$ cat config.mk
export PLATFORM = sky130hd
export DESIGN_NAME = bitmap_run_allocator_unit_flat
export DESIGN_NICKNAME = d
export VERILOG_FILES = /design/src/hdl/bra_pkg.sv /design/src/hdl/bra_channels.sv /design/src/hdl/bitmap_run_allocator_unit.sv /design/src/hdl/bra_scan.sv /design/src/flat_wrapper.sv
export VERILOG_INCLUDE_DIRS = /design/src /design/src/hdl
export SDC_FILE = /design/constraint.sdc
export NUM_CORES = 2
export LEC_CHECK = 0
export ABC_AREA = 1
export BUFFER_PORTS_ARGS = -buffer_cell sky130_fd_sc_hd__buf_2
export CORE_MARGIN = 2
export CORE_UTILIZATION = 29
export CTS_CLUSTER_DIAMETER = 100
export CTS_CLUSTER_SIZE = 25
export DETAILED_ROUTE_END_ITERATION = 16
export HOLD_SLACK_MARGIN = 0.1
export PLACE_DENSITY = 0.52
export SLEW_MARGIN = 20
export SYNTH_ARGS = -nofsm -noshare
export SYNTH_HDL_FRONTEND = slang
export SYNTH_SLANG_ARGS = --single-unit
$ cat constraint.sdc
create_clock -name clk -period 11 [get_ports clk]
set_clock_uncertainty 0.15 [all_clocks]
set_input_delay 1.65 -clock clk [delete_from_list [all_inputs] [get_ports clk]]
set_output_delay 1.65 -clock clk [all_outputs]
set_load 0.02 [all_outputs]
$ cat src/hdl/bitmap_run_allocator_unit_macros.svh
// Assertion macros shared by the bitmap run allocator RTL.
// Users must provide clk and rst in scope.
`ifndef BITMAP_RUN_ALLOCATOR_UNIT_MACROS_SVH
`define BITMAP_RUN_ALLOCATOR_UNIT_MACROS_SVH

// Checked on every clock, quiet while reset is high.
`define BRA_ASSERT(label, prop, msg) \
  label: assert property (@(posedge clk) disable iff (rst) prop) else $error(msg);

// Checked on every clock, including during reset.
`define BRA_ASSERT_ALWAYS(label, prop, msg) \
  label: assert property (@(posedge clk) prop) else $error(msg);

`endif

$ cat src/hdl/bra_pkg.sv
`timescale 1ns / 1ps
// Shared types and constants for the bitmap run allocator.
// No dependencies.
package bra_pkg;

  localparam int CMD_W = 3;
  localparam int IDX_W = 10;
  localparam int RUN_W = 11;
  localparam int ULEN_W = 11;

  // Map size; the field widths above are sized for it.
  localparam int MAX_BITS = 1024;

  localparam logic [CMD_W-1:0] CMD_CLEAR_ALL = 3'd0;
  localparam logic [CMD_W-1:0] CMD_TEST      = 3'd1;
  localparam logic [CMD_W-1:0] CMD_SET       = 3'd2;
  localparam logic [CMD_W-1:0] CMD_CLEAR     = 3'd3;
  localparam logic [CMD_W-1:0] CMD_SCAN      = 3'd4;

  localparam logic [7:0] BYTE_FULL = 8'hff;

  typedef struct packed {
    logic start;
    logic step;
  } scan_ctrl_t;

  typedef struct packed {
    logic             done;
    logic             found;
    logic [IDX_W-1:0] start_index;
  } scan_stat_t;

endpackage

$ cat src/hdl/bra_channels.sv
`timescale 1ns / 1ps
// Valid/ready channel interfaces for commands and results.
// Depends on bra_pkg.
interface bra_in_if import bra_pkg::*; ();
  logic             valid;
  logic             ready;
  logic [CMD_W-1:0] command;
  logic [IDX_W-1:0] bit_index;
  logic [RUN_W-1:0] run_length;

  modport source(output valid, command, bit_index, run_length, input ready);
  modport sink(input valid, command, bit_index, run_length, output ready);
endinterface

interface bra_out_if import bra_pkg::*; ();
  logic             valid;
  logic             ready;
  logic             bit_value;
  logic             found;
  logic [IDX_W-1:0] start_index;
  logic             index_error;

  modport source(output valid, bit_value, found, start_index, index_error, input ready);
  modport sink(input valid, bit_value, found, start_index, index_error, output ready);
endinterface

$ cat src/hdl/bitmap_run_allocator_unit.sv
`timescale 1ns / 1ps
// Accept to result valid: test/set/clear pass ST_RMW, then ST_FIN; index error, zero run
// length and spare commands go to ST_FIN; scan reads bytes (one per cycle, at least one,
// at most ceil(len/8), stops on the first hit), then ST_FIN; clear all zeroes every byte,
// then ST_FIN. A full output adds wait. One command in flight, byte RAM with one read and
// one write port; the next command can be taken in the cycle after the result is loaded.
// Reset (synchronous) zeroes the RAM with ready low; used_length resets to 1024.
// Depends on bra_pkg, bra_channels, bra_scan and the assertion macro header.
`include "bitmap_run_allocator_unit_macros.svh"

module bitmap_run_allocator_unit import bra_pkg::*; (
  input  logic              clk,
  input  logic              rst,
  input  logic              cfg_we,
  input  logic [ULEN_W-1:0] cfg_wdata,
  bra_in_if.sink            in_ch,
  bra_out_if.source         out_ch
);

  localparam int DEPTH = (MAX_BITS + 7) / 8;
  localparam int AW = (DEPTH > 1) ? $clog2(DEPTH) : 1;
  localparam int LW = $clog2(MAX_BITS + 1);

  localparam logic [2:0] ST_IDLE = 3'd0;
  localparam logic [2:0] ST_RMW  = 3'd1;
  localparam logic [2:0] ST_SCAN = 3'd2;
  localparam logic [2:0] ST_CLR  = 3'd3;
  localparam logic [2:0] ST_FIN  = 3'd4;

  logic [2:0]        state;
  logic              boot;
  logic [ULEN_W-1:0] used_length;
  logic [CMD_W-1:0]  cmd_q;
  logic [IDX_W-1:0]  idx_q;
  logic [RUN_W-1:0]  run_q;
  logic [AW-1:0]     clr_addr;
  logic [AW-1:0]     scan_addr;
  logic              res_bit;
  logic              res_found;
  logic [IDX_W-1:0]  res_start;
  logic              res_err;
  logic              out_valid;
  logic              out_bit;
  logic              out_found;
  logic [IDX_W-1:0]  out_start;
  logic              out_err;

  logic [7:0]        mem [DEPTH];
  logic [7:0]        rdata;
  logic [AW-1:0]     raddr;
  logic              mem_we;
  logic [AW-1:0]     waddr;
  logic [7:0]        wdata;

  logic [LW-1:0]     len;
  logic              accept;
  logic              idx_bad;
  logic              out_free;
  logic [7:0]        bit_mask;
  scan_ctrl_t        scan_ctrl;
  scan_stat_t        scan_stat;

  assign len = (32'(used_length) > 32'(MAX_BITS)) ? LW'(MAX_BITS) : LW'(used_length);
  assign in_ch.ready = (state == ST_IDLE);
  assign accept = in_ch.valid && in_ch.ready;
  assign idx_bad = 32'(in_ch.bit_index) >= 32'(len);
  assign out_free = !out_valid || out_ch.ready;
  assign bit_mask = 8'b1 << idx_q[2:0];

  // Byte RAM, one read and one write port, registered read.
  always_ff @(posedge clk) begin
    if (mem_we) begin
      mem[waddr] <= wdata;
    end
    rdata <= mem[raddr];
  end

  always_comb begin
    raddr  = AW'(idx_q >> 3);
    mem_we = 1'b0;
    waddr  = AW'(idx_q >> 3);
    wdata  = rdata & ~bit_mask;
    case (state)
      ST_IDLE: begin
        raddr = (in_ch.command == CMD_SCAN) ? '0 : AW'(in_ch.bit_index >> 3);
      end
      ST_SCAN: begin
        raddr = scan_addr;
      end
      ST_RMW: begin
        if (cmd_q == CMD_SET) begin
          mem_we = 1'b1;
          wdata  = rdata | bit_mask;
        end else if (cmd_q == CMD_CLEAR) begin
          mem_we = 1'b1;
        end
      end
      ST_CLR: begin
        mem_we = 1'b1;
        waddr  = clr_addr;
        wdata  = '0;
      end
      default: begin
        mem_we = 1'b0;
      end
    endcase
  end

  assign scan_ctrl.start = accept && (in_ch.command == CMD_SCAN);
  assign scan_ctrl.step  = (state == ST_SCAN);

  bra_scan u_scan (
    .clk        (clk),
    .rst        (rst),
    .ctrl       (scan_ctrl),
    .byte_data  (rdata),
    .run_length (run_q),
    .len        (len),
    .stat       (scan_stat)
  );

  always_ff @(posedge clk) begin
    if (rst) begin
      used_length <= ULEN_W'(1024);
    end else if (cfg_we) begin
      used_length <= cfg_wdata;
    end
  end

  always_ff @(posedge clk) begin
    if (rst) begin
      out_valid <= 1'b0;
    end else if (state == ST_FIN && out_free) begin
      out_valid <= 1'b1;
    end else if (out_ch.ready) begin
      out_valid <= 1'b0;
    end
  end

  always_ff @(posedge clk) begin
    if (rst) begin
      state     <= ST_CLR;
      boot      <= 1'b1;
      clr_addr  <= '0;
    end else begin
      case (state)
        ST_IDLE: begin
          if (accept) begin
            cmd_q     <= in_ch.command;
            idx_q     <= in_ch.bit_index;
            run_q     <= in_ch.run_length;
            res_bit   <= 1'b0;
            res_found <= 1'b0;
            res_start <= '0;
            res_err   <= 1'b0;
            case (in_ch.command)
              CMD_CLEAR_ALL: begin
                clr_addr <= '0;
                boot     <= 1'b0;
                state    <= ST_CLR;
              end
              CMD_TEST, CMD_SET, CMD_CLEAR: begin
                if (idx_bad) begin
                  res_err <= 1'b1;
                  state   <= ST_FIN;
                end else begin
                  state <= ST_RMW;
                end
              end
              CMD_SCAN: begin
                scan_addr <= AW'(1);
                state     <= (in_ch.run_length == '0) ? ST_FIN : ST_SCAN;
              end
              default: begin
                state <= ST_FIN;
              end
            endcase
          end
        end
        ST_RMW: begin
          if (cmd_q == CMD_TEST) begin
            res_bit <= rdata[idx_q[2:0]];
          end
          state <= ST_FIN;
        end
        ST_SCAN: begin
          scan_addr <= scan_addr + 1'b1;
          if (scan_stat.done) begin
            res_found <= scan_stat.found;
            res_start <= scan_stat.start_index;
            state     <= ST_FIN;
          end
        end
        ST_CLR: begin
          clr_addr <= clr_addr + 1'b1;
          if (clr_addr == AW'(DEPTH - 1)) begin
            state <= boot ? ST_IDLE : ST_FIN;
            boot  <= 1'b0;
          end
        end
        ST_FIN: begin
          if (out_free) begin
            out_bit   <= res_bit;
            out_found <= res_found;
            out_start <= res_start;
            out_err   <= res_err;
            state     <= ST_IDLE;
          end
        end
        default: begin
          state <= ST_IDLE;
        end
      endcase
    end
  end

  assign out_ch.valid       = out_valid;
  assign out_ch.bit_value   = out_bit;
  assign out_ch.found       = out_found;
  assign out_ch.start_index = out_start;
  assign out_ch.index_error = out_err;

  `BRA_ASSERT(a_accept_leaves_idle, accept |=> (state != ST_IDLE), "accepted command left FSM idle")
  `BRA_ASSERT(a_result_from_fin, $rose(out_valid) |-> ($past(state) == ST_FIN), "result loaded outside finish")
  `BRA_ASSERT(a_flags_exclusive, out_valid |-> !((out_found || out_bit) && out_err), "error flagged with data")
  `BRA_ASSERT(a_scan_no_write, (state == ST_SCAN) |-> !mem_we, "map written during scan")
  `BRA_ASSERT_ALWAYS(a_reset_busy, rst |=> !in_ch.ready, "ready during reset clear")

endmodule

$ cat src/hdl/bra_scan.sv
`timescale 1ns / 1ps
// Free-run scanner: consumes one map byte per step, tracks the zero run.
// Depends on bra_pkg.
module bra_scan import bra_pkg::*; (
  input  logic                                clk,
  input  logic                                rst,
  input  scan_ctrl_t                          ctrl,
  input  logic [7:0]                          byte_data,
  input  logic [RUN_W-1:0]                    run_length,
  input  logic [$clog2(MAX_BITS+1)-1:0]       len,
  output scan_stat_t                          stat
);

  localparam int DEPTH = (MAX_BITS + 7) / 8;
  localparam int AW = (DEPTH > 1) ? $clog2(DEPTH) : 1;

  logic [RUN_W-1:0] count;
  logic [AW-1:0]    bpos;
  logic [RUN_W-1:0] count_next;
  logic             hit;
  logic [IDX_W-1:0] hit_start;
  logic             last_byte;

  // Walk the eight bits of the current byte, lowest first.
  always_comb begin
    logic [RUN_W-1:0] cnt;
    logic             fnd;
    logic [IDX_W-1:0] st;
    logic [AW+2:0]    kk;
    cnt = count;
    fnd = 1'b0;
    st  = '0;
    kk  = '0;
    if (byte_data == BYTE_FULL) begin
      cnt = '0;
    end else begin
      for (int i = 0; i < 8; i++) begin
        kk = {bpos, 3'(i)};
        if (!fnd && (32'(kk) < 32'(len))) begin
          if (byte_data[i]) begin
            cnt = '0;
          end else begin
            cnt = cnt + 1'b1;
          end
          if (cnt == run_length) begin
            fnd = 1'b1;
            st  = IDX_W'(32'(kk) + 32'd1 - 32'(run_length));
          end
        end
      end
    end
    count_next = cnt;
    hit        = fnd;
    hit_start  = st;
  end

  assign last_byte = (32'({bpos, 3'b111}) + 32'd1) >= 32'(len);

  assign stat.done        = ctrl.step && (hit || last_byte);
  assign stat.found       = hit;
  assign stat.start_index = hit ? hit_start : '0;

  always_ff @(posedge clk) begin
    if (rst) begin
      count <= '0;
      bpos  <= '0;
    end else if (ctrl.start) begin
      count <= '0;
      bpos  <= '0;
    end else if (ctrl.step) begin
      count <= count_next;
      bpos  <= bpos + 1'b1;
    end
  end

endmodule

$ cat src/flat_wrapper.sv
// flat-port wrapper written by rule: the top's interface ports become plain ports
module bitmap_run_allocator_unit_flat import bra_pkg::*;
  (clk, rst, cfg_we, cfg_wdata, in_ch_valid, in_ch_command, in_ch_bit_index, in_ch_run_length, in_ch_ready, out_ch_valid, out_ch_bit_value, out_ch_found, out_ch_start_index, out_ch_index_error, out_ch_ready);
  bra_in_if in_ch_i ();
  bra_out_if out_ch_i ();
  input  logic clk;
  input  logic rst;
  input  logic cfg_we;
  input  logic [ULEN_W-1:0] cfg_wdata;
  input wire logic [$bits(in_ch_i.valid)-1:0] in_ch_valid;
  input wire logic [$bits(in_ch_i.command)-1:0] in_ch_command;
  input wire logic [$bits(in_ch_i.bit_index)-1:0] in_ch_bit_index;
  input wire logic [$bits(in_ch_i.run_length)-1:0] in_ch_run_length;
  output wire logic [$bits(in_ch_i.ready)-1:0] in_ch_ready;
  output wire logic [$bits(out_ch_i.valid)-1:0] out_ch_valid;
  output wire logic [$bits(out_ch_i.bit_value)-1:0] out_ch_bit_value;
  output wire logic [$bits(out_ch_i.found)-1:0] out_ch_found;
  output wire logic [$bits(out_ch_i.start_index)-1:0] out_ch_start_index;
  output wire logic [$bits(out_ch_i.index_error)-1:0] out_ch_index_error;
  input wire logic [$bits(out_ch_i.ready)-1:0] out_ch_ready;
  assign in_ch_i.valid = in_ch_valid;
  assign in_ch_i.command = in_ch_command;
  assign in_ch_i.bit_index = in_ch_bit_index;
  assign in_ch_i.run_length = in_ch_run_length;
  assign in_ch_ready = in_ch_i.ready;
  assign out_ch_valid = out_ch_i.valid;
  assign out_ch_bit_value = out_ch_i.bit_value;
  assign out_ch_found = out_ch_i.found;
  assign out_ch_start_index = out_ch_i.start_index;
  assign out_ch_index_error = out_ch_i.index_error;
  assign out_ch_i.ready = out_ch_ready;
  bitmap_run_allocator_unit u_core (.clk(clk), .rst(rst), .cfg_we(cfg_we), .cfg_wdata(cfg_wdata), .in_ch(in_ch_i), .out_ch(out_ch_i));
endmodule
### After elaboration in Yosys (flattened, before gate mapping)

Memory sizes are Yosys's and may differ from the RTL's. A register that Yosys moved wholly into a read port is not among the register bits.
Index checks and enable logic that the tools add are counted.

| storage, ports and cells | value |
|---|---|
| bits of input ports | 40 |
| logic and storage cells | 256 |
| memories | 1 |
| flip-flop bits (word level) | 98 |
| output and inout port bits | 15 |
| memory bits (writable) | 1024 |

Memories:

| memory | depth | width | read ports | clocked after memory_dff | write ports | line | text |
|---|---|---|---|---|---|---|---|
| u_core.mem | 128 | 8 | 1 | 1 | 1 | bitmap_run_allocator_unit.sv:48 | `logic [7:0] mem [DEPTH];` |

| cells by class | value |
|---|---|
| shift operators | 1 |
| add/sub/neg operators | 27 |
| equal/unequal tests | 28 |
| bitwise operators | 4 |
| reductions and logical operators | 38 |
| $lt $le $gt $ge | 12 |
| mux-type cells | 126 |

Operators by type and width:

| kind | number |
|---|---|
| $mux W11 | 41 |
| $mux W10 | 21 |
| $add A11 B1 Y11 const B | 8 |
| $eq A11 B11 Y1 | 8 |
| $lt A10 B11 Y1 | 8 |
| $sub A10 B10 Y10 | 8 |
| $add A10 B1 Y10 const B | 7 |
| $mux W7 | 6 |
| $pmux W7 S2 | 3 |
| $mux W1 | 38 |
| $add A7 B1 Y7 const B | 3 |
| $mux W3 | 7 |
| $pmux W10 S2 | 1 |
| $reduce_and A4 Y1 | 5 |
| $eq A3 B2 Y1 const B | 6 |
| $pmux W8 S2 | 1 |
| $pmux W3 S5 | 1 |
| $add A10 B1 Y11 const B | 1 |
| $ge A10 B11 Y1 | 1 |
| $ge A11 B11 Y1 | 1 |
| $gt A11 B11 Y1 const B | 1 |
| $logic_and A1 B1 Y1 | 11 |
| $logic_not A11 Y1 | 1 |
| $eq A3 B1 Y1 const B | 3 |
| 22 further kinds | 45 |

### Longest topological paths before layout

| depth | value |
|---|---|
| word-level depth | 69 |
| depth in mapped cells | 81 |
| gate-level depth less buffers | 79 |

### By module

Synthesis repeated with hierarchy kept, for this count alone.

| unflattened totals | value |
|---|---|
| cells, all modules | 6368 |
| area, all modules | 58563.7 um^2 |

By module, submodules not included:

| module | cells an instance | area each (um^2) | instances | seq. area each (um^2) |
|---|---|---|---|---|
| bitmap_run_allocator_unit | 4544 | 48900.6 | 1 | 33081.7 |
| bra_scan | 1824 | 9663.0 | 1 | 360.3 |

### Worst setup path after synthesis

OpenSTA, ideal clock, no wires.

| path | value |
|---|---|
| path type | register to register |
| start point | register u_core.used_length[5] |
| end point | register u_core.res_found, enable pin |
| required time | 10.467 ns |
| arrival time | 8.435 ns |
| clock period less this slack | 8.968 ns |
| cell stages (with the launch flop) | 72 |
| library setup time | 0.383 ns |
| buffers on the path | 2 |
| slack | 2.032 ns |
| cells stage by stage | dfxtp_1 -> nor2_1 -> nand2_1 -> nor4_1 -> nand2_1 -> nand2_1 -> nand2_1 -> ha_1 -> nand2_1 -> nor2_1 -> nand3_2 -> nand3_4 -> nand2_1 -> nand2_1 -> ha_1 -> inv_1 -> nor2_1 -> nand3_1 -> (+36 left out) -> nand3_4 -> nand2_1 -> o21ai_2 -> ha_1 -> nand3_1 -> nor2_2 -> nand3_1 -> nand2_1 -> nand3_1 -> nand2_1 -> nand2_1 -> nor2_1 -> nand2_1 -> nor2_2 -> nand3_2 -> nand2_1 -> nand2_1 -> a21oi_1 |

| on the way | value |
|---|---|
| longest elaborated chain between the ends | 53 |
| elaborated cells on any way between the ends | 101 |
| classes of those cells | 7 x add/sub; 10 x order compare; 8 x eq/ne; 59 x mux; 17 x reduce/logical |

RTL lines:

| item | line | text |
|---|---|---|
| start, declared | bitmap_run_allocator_unit.sv:32 | `logic [ULEN_W-1:0] used_length;` |
| start signal, assigned | bitmap_run_allocator_unit.sv:126 | `used_length <= cfg_wdata;` |
| $gt A11 B11 Y1 | bitmap_run_allocator_unit.sv:63 | `assign len = (32'(used_length) > 32'(MAX_BITS)) ? LW'(MAX_BITS) : LW'(used_length);` |
| $mux W11 * | bitmap_run_allocator_unit.sv:63 |  |
| $lt A10 B11 Y1 | bra_scan.sv:39 | `if (!fnd && (32'(kk) < 32'(len))) begin` |
| $mux W11 | bra_scan.sv:39 |  |
| $mux W11 | bra_scan.sv:34 | `if (byte_data == BYTE_FULL) begin` |
| $add A11 B1 Y11 | bra_scan.sv:43 | `cnt = cnt + 1'b1;` |
| $mux W11 | bra_scan.sv:40 | `if (byte_data[i]) begin` |
| $mux W11 | bra_scan.sv:39 |  |
| (+37 left out) | -- |  |
| $eq A11 B11 Y1 | bra_scan.sv:45 | `if (cnt == run_length) begin` |
| $mux W1 | bra_scan.sv:45 |  |
| $mux W1 | bra_scan.sv:39 |  |
| $mux W1 | bra_scan.sv:34 |  |
| $logic_or A1 B1 Y1 * | bra_scan.sv:59 | `assign stat.done = ctrl.step && (hit \|\| last_byte);` |
| $logic_and A1 B1 Y1 * | bra_scan.sv:59 |  |
| $ne A2 B1 Y1 (no source line) * | -- |  |
| $reduce_and A4 Y1 (no source line) * | -- |  |
| end signal, assigned | bitmap_run_allocator_unit.sv:189 | `res_found <= scan_stat.found;` |
| end, declared | bitmap_run_allocator_unit.sv:39 | `logic res_found;` |

Every way passes the cells marked *; elsewhere a longest branch is shown, timed or not. The select of a mux whose other input is x is not followed.
A chain may end at the register's enable or synchronous reset.

### Worst setup path in the final report

| path | value |
|---|---|
| start point | register u_core.used_length[3] |
| end point | register u_core.res_start[6], enable pin |

| on the way | value |
|---|---|
| longest elaborated chain between the ends | 53 |
| elaborated cells on any way between the ends | 101 |
| classes of those cells | 7 x add/sub; 10 x order compare; 8 x eq/ne; 59 x mux; 17 x reduce/logical |

RTL lines:

| item | line | text |
|---|---|---|
| $gt A11 B11 Y1 | bitmap_run_allocator_unit.sv:63 |  |
| $mux W11 * | bitmap_run_allocator_unit.sv:63 |  |
| $lt A10 B11 Y1 | bra_scan.sv:39 |  |
| $mux W11 | bra_scan.sv:39 |  |
| $mux W11 | bra_scan.sv:34 |  |
| $add A11 B1 Y11 | bra_scan.sv:43 |  |
| $mux W11 | bra_scan.sv:40 |  |
| $mux W11 | bra_scan.sv:39 |  |
| (+37 left out) | -- |  |
| $eq A11 B11 Y1 | bra_scan.sv:45 |  |
| $mux W1 | bra_scan.sv:45 |  |
| $mux W1 | bra_scan.sv:39 |  |
| $mux W1 | bra_scan.sv:34 |  |
| $logic_or A1 B1 Y1 * | bra_scan.sv:59 |  |
| $logic_and A1 B1 Y1 * | bra_scan.sv:59 |  |
| $ne A2 B1 Y1 (no source line) * | -- |  |
| $reduce_and A4 Y1 (no source line) * | -- |  |
| end signal, assigned | bitmap_run_allocator_unit.sv:190 | `res_start <= scan_stat.start_index;` |
| end, declared | bitmap_run_allocator_unit.sv:40 | `logic [IDX_W-1:0] res_start;` |

Marked as above.

==> summary.md <==
| Metric | Value |
|---|---|
| Status | finished clean |
| Dpl cells | 7513 |
| Leak pwr | 19.5 nW |
| Via count | about 40k |
| TritonCTS buffer count | 53 |
| Post-synth EDFFs | 1081 |
| Fmax | roughly 100 MHz |
| Die span in x | 434 microns |
| Max clock buf depth | 3 |
| Period minus WS final | approximately 10 ns |
| Seq/Total Area, Yosys | 62.2% |
| Most frequent CP cell | nand2_1 |
| Hold Path Origin | u_core.res_start[4] |
| Crit-path leading delay family | simple AND/OR/NAND/NOR gates |
| Crit. End Element | flip-flop |
| Synthesized area per cell | 10.3 sq um |
| Clock slew at reported path FFs | 0.10 ns |
| Global-route wire length before repair | 246 mm |
| Most common cell after layout, fill and taps aside | nor2_1 |
| CTS sink cnt | 1130 |
| Setup CP Type | flip-flop to flip-flop |
| Final setup fails | 0 |
| CTS root buf | clkbuf_16 |
| Slowest CP cell | dfxtp_1 |
| Post-synth ARST share | 0% |
| Reg-to-Reg End | u_core.res_start[6] |
| DRC errors left | 0 |
| Reg2reg setup slack | 0.99 ns |
| Initial antenna violation count | 9 |
| GRT Util Overall | 17.2% |
| Number of global-route vias before repair | 36.5k |
| Row count | 157 |
| Syn nets | ~5.3k |
| Fill cell count | between 15k and 20k |
| Skew-Pair Late Insertion Delay | 0.70 ns |
| CTS tree | built |
| Hold EP | u_core.out_ch.start_index[4] |
| Max_cap viols | 0 |
| Yosys reg bits | around 1.1k |
| Max Slew Vio Count | 0 |
| FF-to-FF Start | u_core.used_length[3] |
| Post-DRT Antenna Nets | 0 |
| Final net count | around 5.2k |
| # hold bufs at CTS | 0 |
| Cell Area, Placed | 56800 sq um |
| PwrDens | 232 nW/um^2 |
| Avg WL per Cell | about 22 microns |
| Total grt overflow | 0 |
| Global placer's final weighted congestion | between 0.9 and 1 |
| Synth cell types | 67 |
| Area leader, netlist | edfxtp_1 |
| Finished Layout Cells | 7606 |
| Slew @ Worst Pin | about 1.1 ns |
| Startpoint type of the worst setup path | flip-flop |
| Area Growth Syn to Fin | 8.92% |
| HPWL Detailed | 105 mm |
| Hold Crit Depth | 0 |
| R2R depth | 70 |
| Initial Util | slightly below 30% |
| Layout cell share with drive strength beyond 1 | 7.42% |
| Min Hold Slack | 0.277 ns |
| Total wire length | 167 mm |
| Mapped Cells | 5204 |
| Final core occ | 31.9% |
| Pre-CTS setup slack | ~0.52 ns |
| Cell Area, Synth | 53700 sq um |
| H-tree Lvls | 2 |
| Crit-path max FO | 16 |
| Final setup margin | 0.988 ns |
| Ys flop type | edfxtp_1 |
| Commonest non-fill, non-tap cells in the layout | nor2_1 (1248), edfxtp_1 (1081), nand2_1 (627) |
| Die Ht | 434 microns |
| Tightest Hold Check Type | flip-flop to flip-flop |
| Peak supply drop | 160 uV |
| Largest net degree at the start of global routing | 167 |
| Core Footprint | 184000 sq um |
| Num ports | 55 |
| Drt first pass iters | 8 |
| WP data arrival | 10.27 ns |
| Post-route clock period utilization | 91.0% |
| 1st-iter DRT viols | 4289 |
| IO Port Bufs | 54 |
| Yosys warns | 0 |
| CP peak stage delay | between 0.3 and 0.4 ns |
| Req. time, crit path | 11.26 ns |
| Final instance area | just under 60000 sq um |
| Fin. Hold Viols | 0 |
| Slew headroom | 23.8% |
| Via-to-Cell Ratio | 5.20 |
| Crit path buf inv count | 4 |
| Post-synth top area share | 60.4% |
| Synth area leaders | edfxtp_1 (60%), nor2_1 (8.8%), o21ai_0 (4.5%) |
| Die area | about 190000 sq um |
==> metal layers <==
| layer | global-route usage [%] | share of wire, % | vias up |
|---|---|---|---|
| met4 | 5.01 | 2.8 | 2 |
| met1 | 25.1 | 47 | 19565 |
| li1 | - | - | 18437 |
| met3 | 1.84 | 5.7 | 216 |
| met5 | 0 | 0.0078 | - |
| met2 | 26.8 | 45 | 1338 |
==> cell families (layout without fill, tap and decap cells) <==
| group | count (synthesis) | after routing | share of synthesized area [%] |
|---|---|---|---|
| other | 0 | 5 | 0 |
| AO/OA/AOI/OAI | 1059 | 1059 | 12.7 |
| adder cells (fa/ha/maj) | 70 | 70 | 1.71 |
| buffers and inverters | 558 | 490 | 4.11 |
| flip-flops | 1130 | 1130 | 62.2 |
| XOR/XNOR | 70 | 70 | 1.14 |
| AND/OR/NAND/NOR | 2317 | 2318 | 18.1 |
==> what timing repair did <==
action / 4_1_cts / 5_1_grt
setup buffers: 0 / 8
setup endpoints to repair: 0 / 36
resized for setup: 0 / 26
==> worst max-delay path by stage <==
| stage | start | to | slack (ns) | cells after the start |
|---|---|---|---|---|
| 2_1_floorplan | u_core.used_length[5] | u_core.res_found | 2.03 | 71 |
| 3_3_place_gp | u_core.used_length[0] | u_core.res_start[0] | 0.64 | 70 |
| 3_5_place_dp | u_core.used_length[0] | u_core.res_start[0] | 0.52 | 70 |
| 4_1_cts | u_core.used_length[0] | u_core.res_start[6] | 0.47 | 70 |
| 5_1_grt | u_core.used_length[5] | u_core.res_start[6] | -0.06 | 70 |
| 6_report | u_core.used_length[3] | u_core.res_start[6] | 0.99 | 70 |
==> state kept, by name (all words and copies together), names as in the netlist <==
signal / cells
u_core.mem: 1024
u_core.run_q: 11
u_core.u_scan.count: 11
u_core.used_length: 11
u_core.idx_q: 10
u_core.out_ch.start_index: 10
u_core.res_start: 10
u_core.rdata: 8
u_core.clr_addr: 7
u_core.scan_addr: 7
u_core.u_scan.bpos: 7
u_core.cmd_q: 3
u_core.state: 3
u_core.boot: 1
u_core.out_ch.bit_value: 1
u_core.out_ch.found: 1
u_core.out_ch.index_error: 1
u_core.out_ch.valid: 1
u_core.res_bit: 1
u_core.res_err: 1
u_core.res_found: 1
==> Yosys cell counts (5+ instances only) <==
cell type  count
nand3_1      181
buf_2         15
nor2_4         9
xor2_1        66
nand4_1      105
nand3b_1      10
inv_1        237
nor2_2        26
o221ai_1      37
nand2_1      635
o211ai_1      45
nand2_4        5
nor3_1        14
buf_1         26
inv_2         14
nor4_1        12
nand3_2       12
buf_6          7
clkbuf_1     240
o32ai_1      256
nand2_2       34
o22ai_1       36
o21ai_1       24
o21ai_0      485
a21oi_1      100
a211oi_1       6
edfxtp_1    1081
dfxtp_1       49
nand3_4        6
nor2_1      1255
clkinv_1      14
ha_1          64
o21ai_2       21
a31oi_1       23
fa_1           6
==> per-stage QoR <==
stage	TNS [ns]	total power, W
after floorplan	0	0.00932
after global placement	0	0.0113
after detailed placement	0	0.0113
after CTS	0	0.0135
after global routing	-0.497	0.0143
final	0	0.0136
==> layout make-up <==
| type | instances | area (sq um) | share of cell area, % |
|---|---|---|---|
| timing repair buffer | 146 | 1080 | 1.85 |
| multi-input combinational | 3517 | 18400 | 31.4 |
| clock inverter | 8 | 129 | 0.220 |
| tap | 2464 | 3080 | 5.27 |
| sequential | 1130 | 33400 | 57.1 |
| clock buffer | 70 | 1390 | 2.38 |
| antenna | 5 | 12.5 | 0.0214 |
| inverter | 266 | 1020 | 1.74 |
==> power by group <==
part	leakage [nW]	switching (W)	total (W)	internal (W)
clock	0.734	0.00139	0.00230	0.000914
combinational	8.52	0.00434	0.00571	0.00137
sequential	10.2	0.0000975	0.00558	0.00548
total	19.5	0.00582	0.0136	0.00777
No activity file was read; power rests on OpenSTA's default activity.
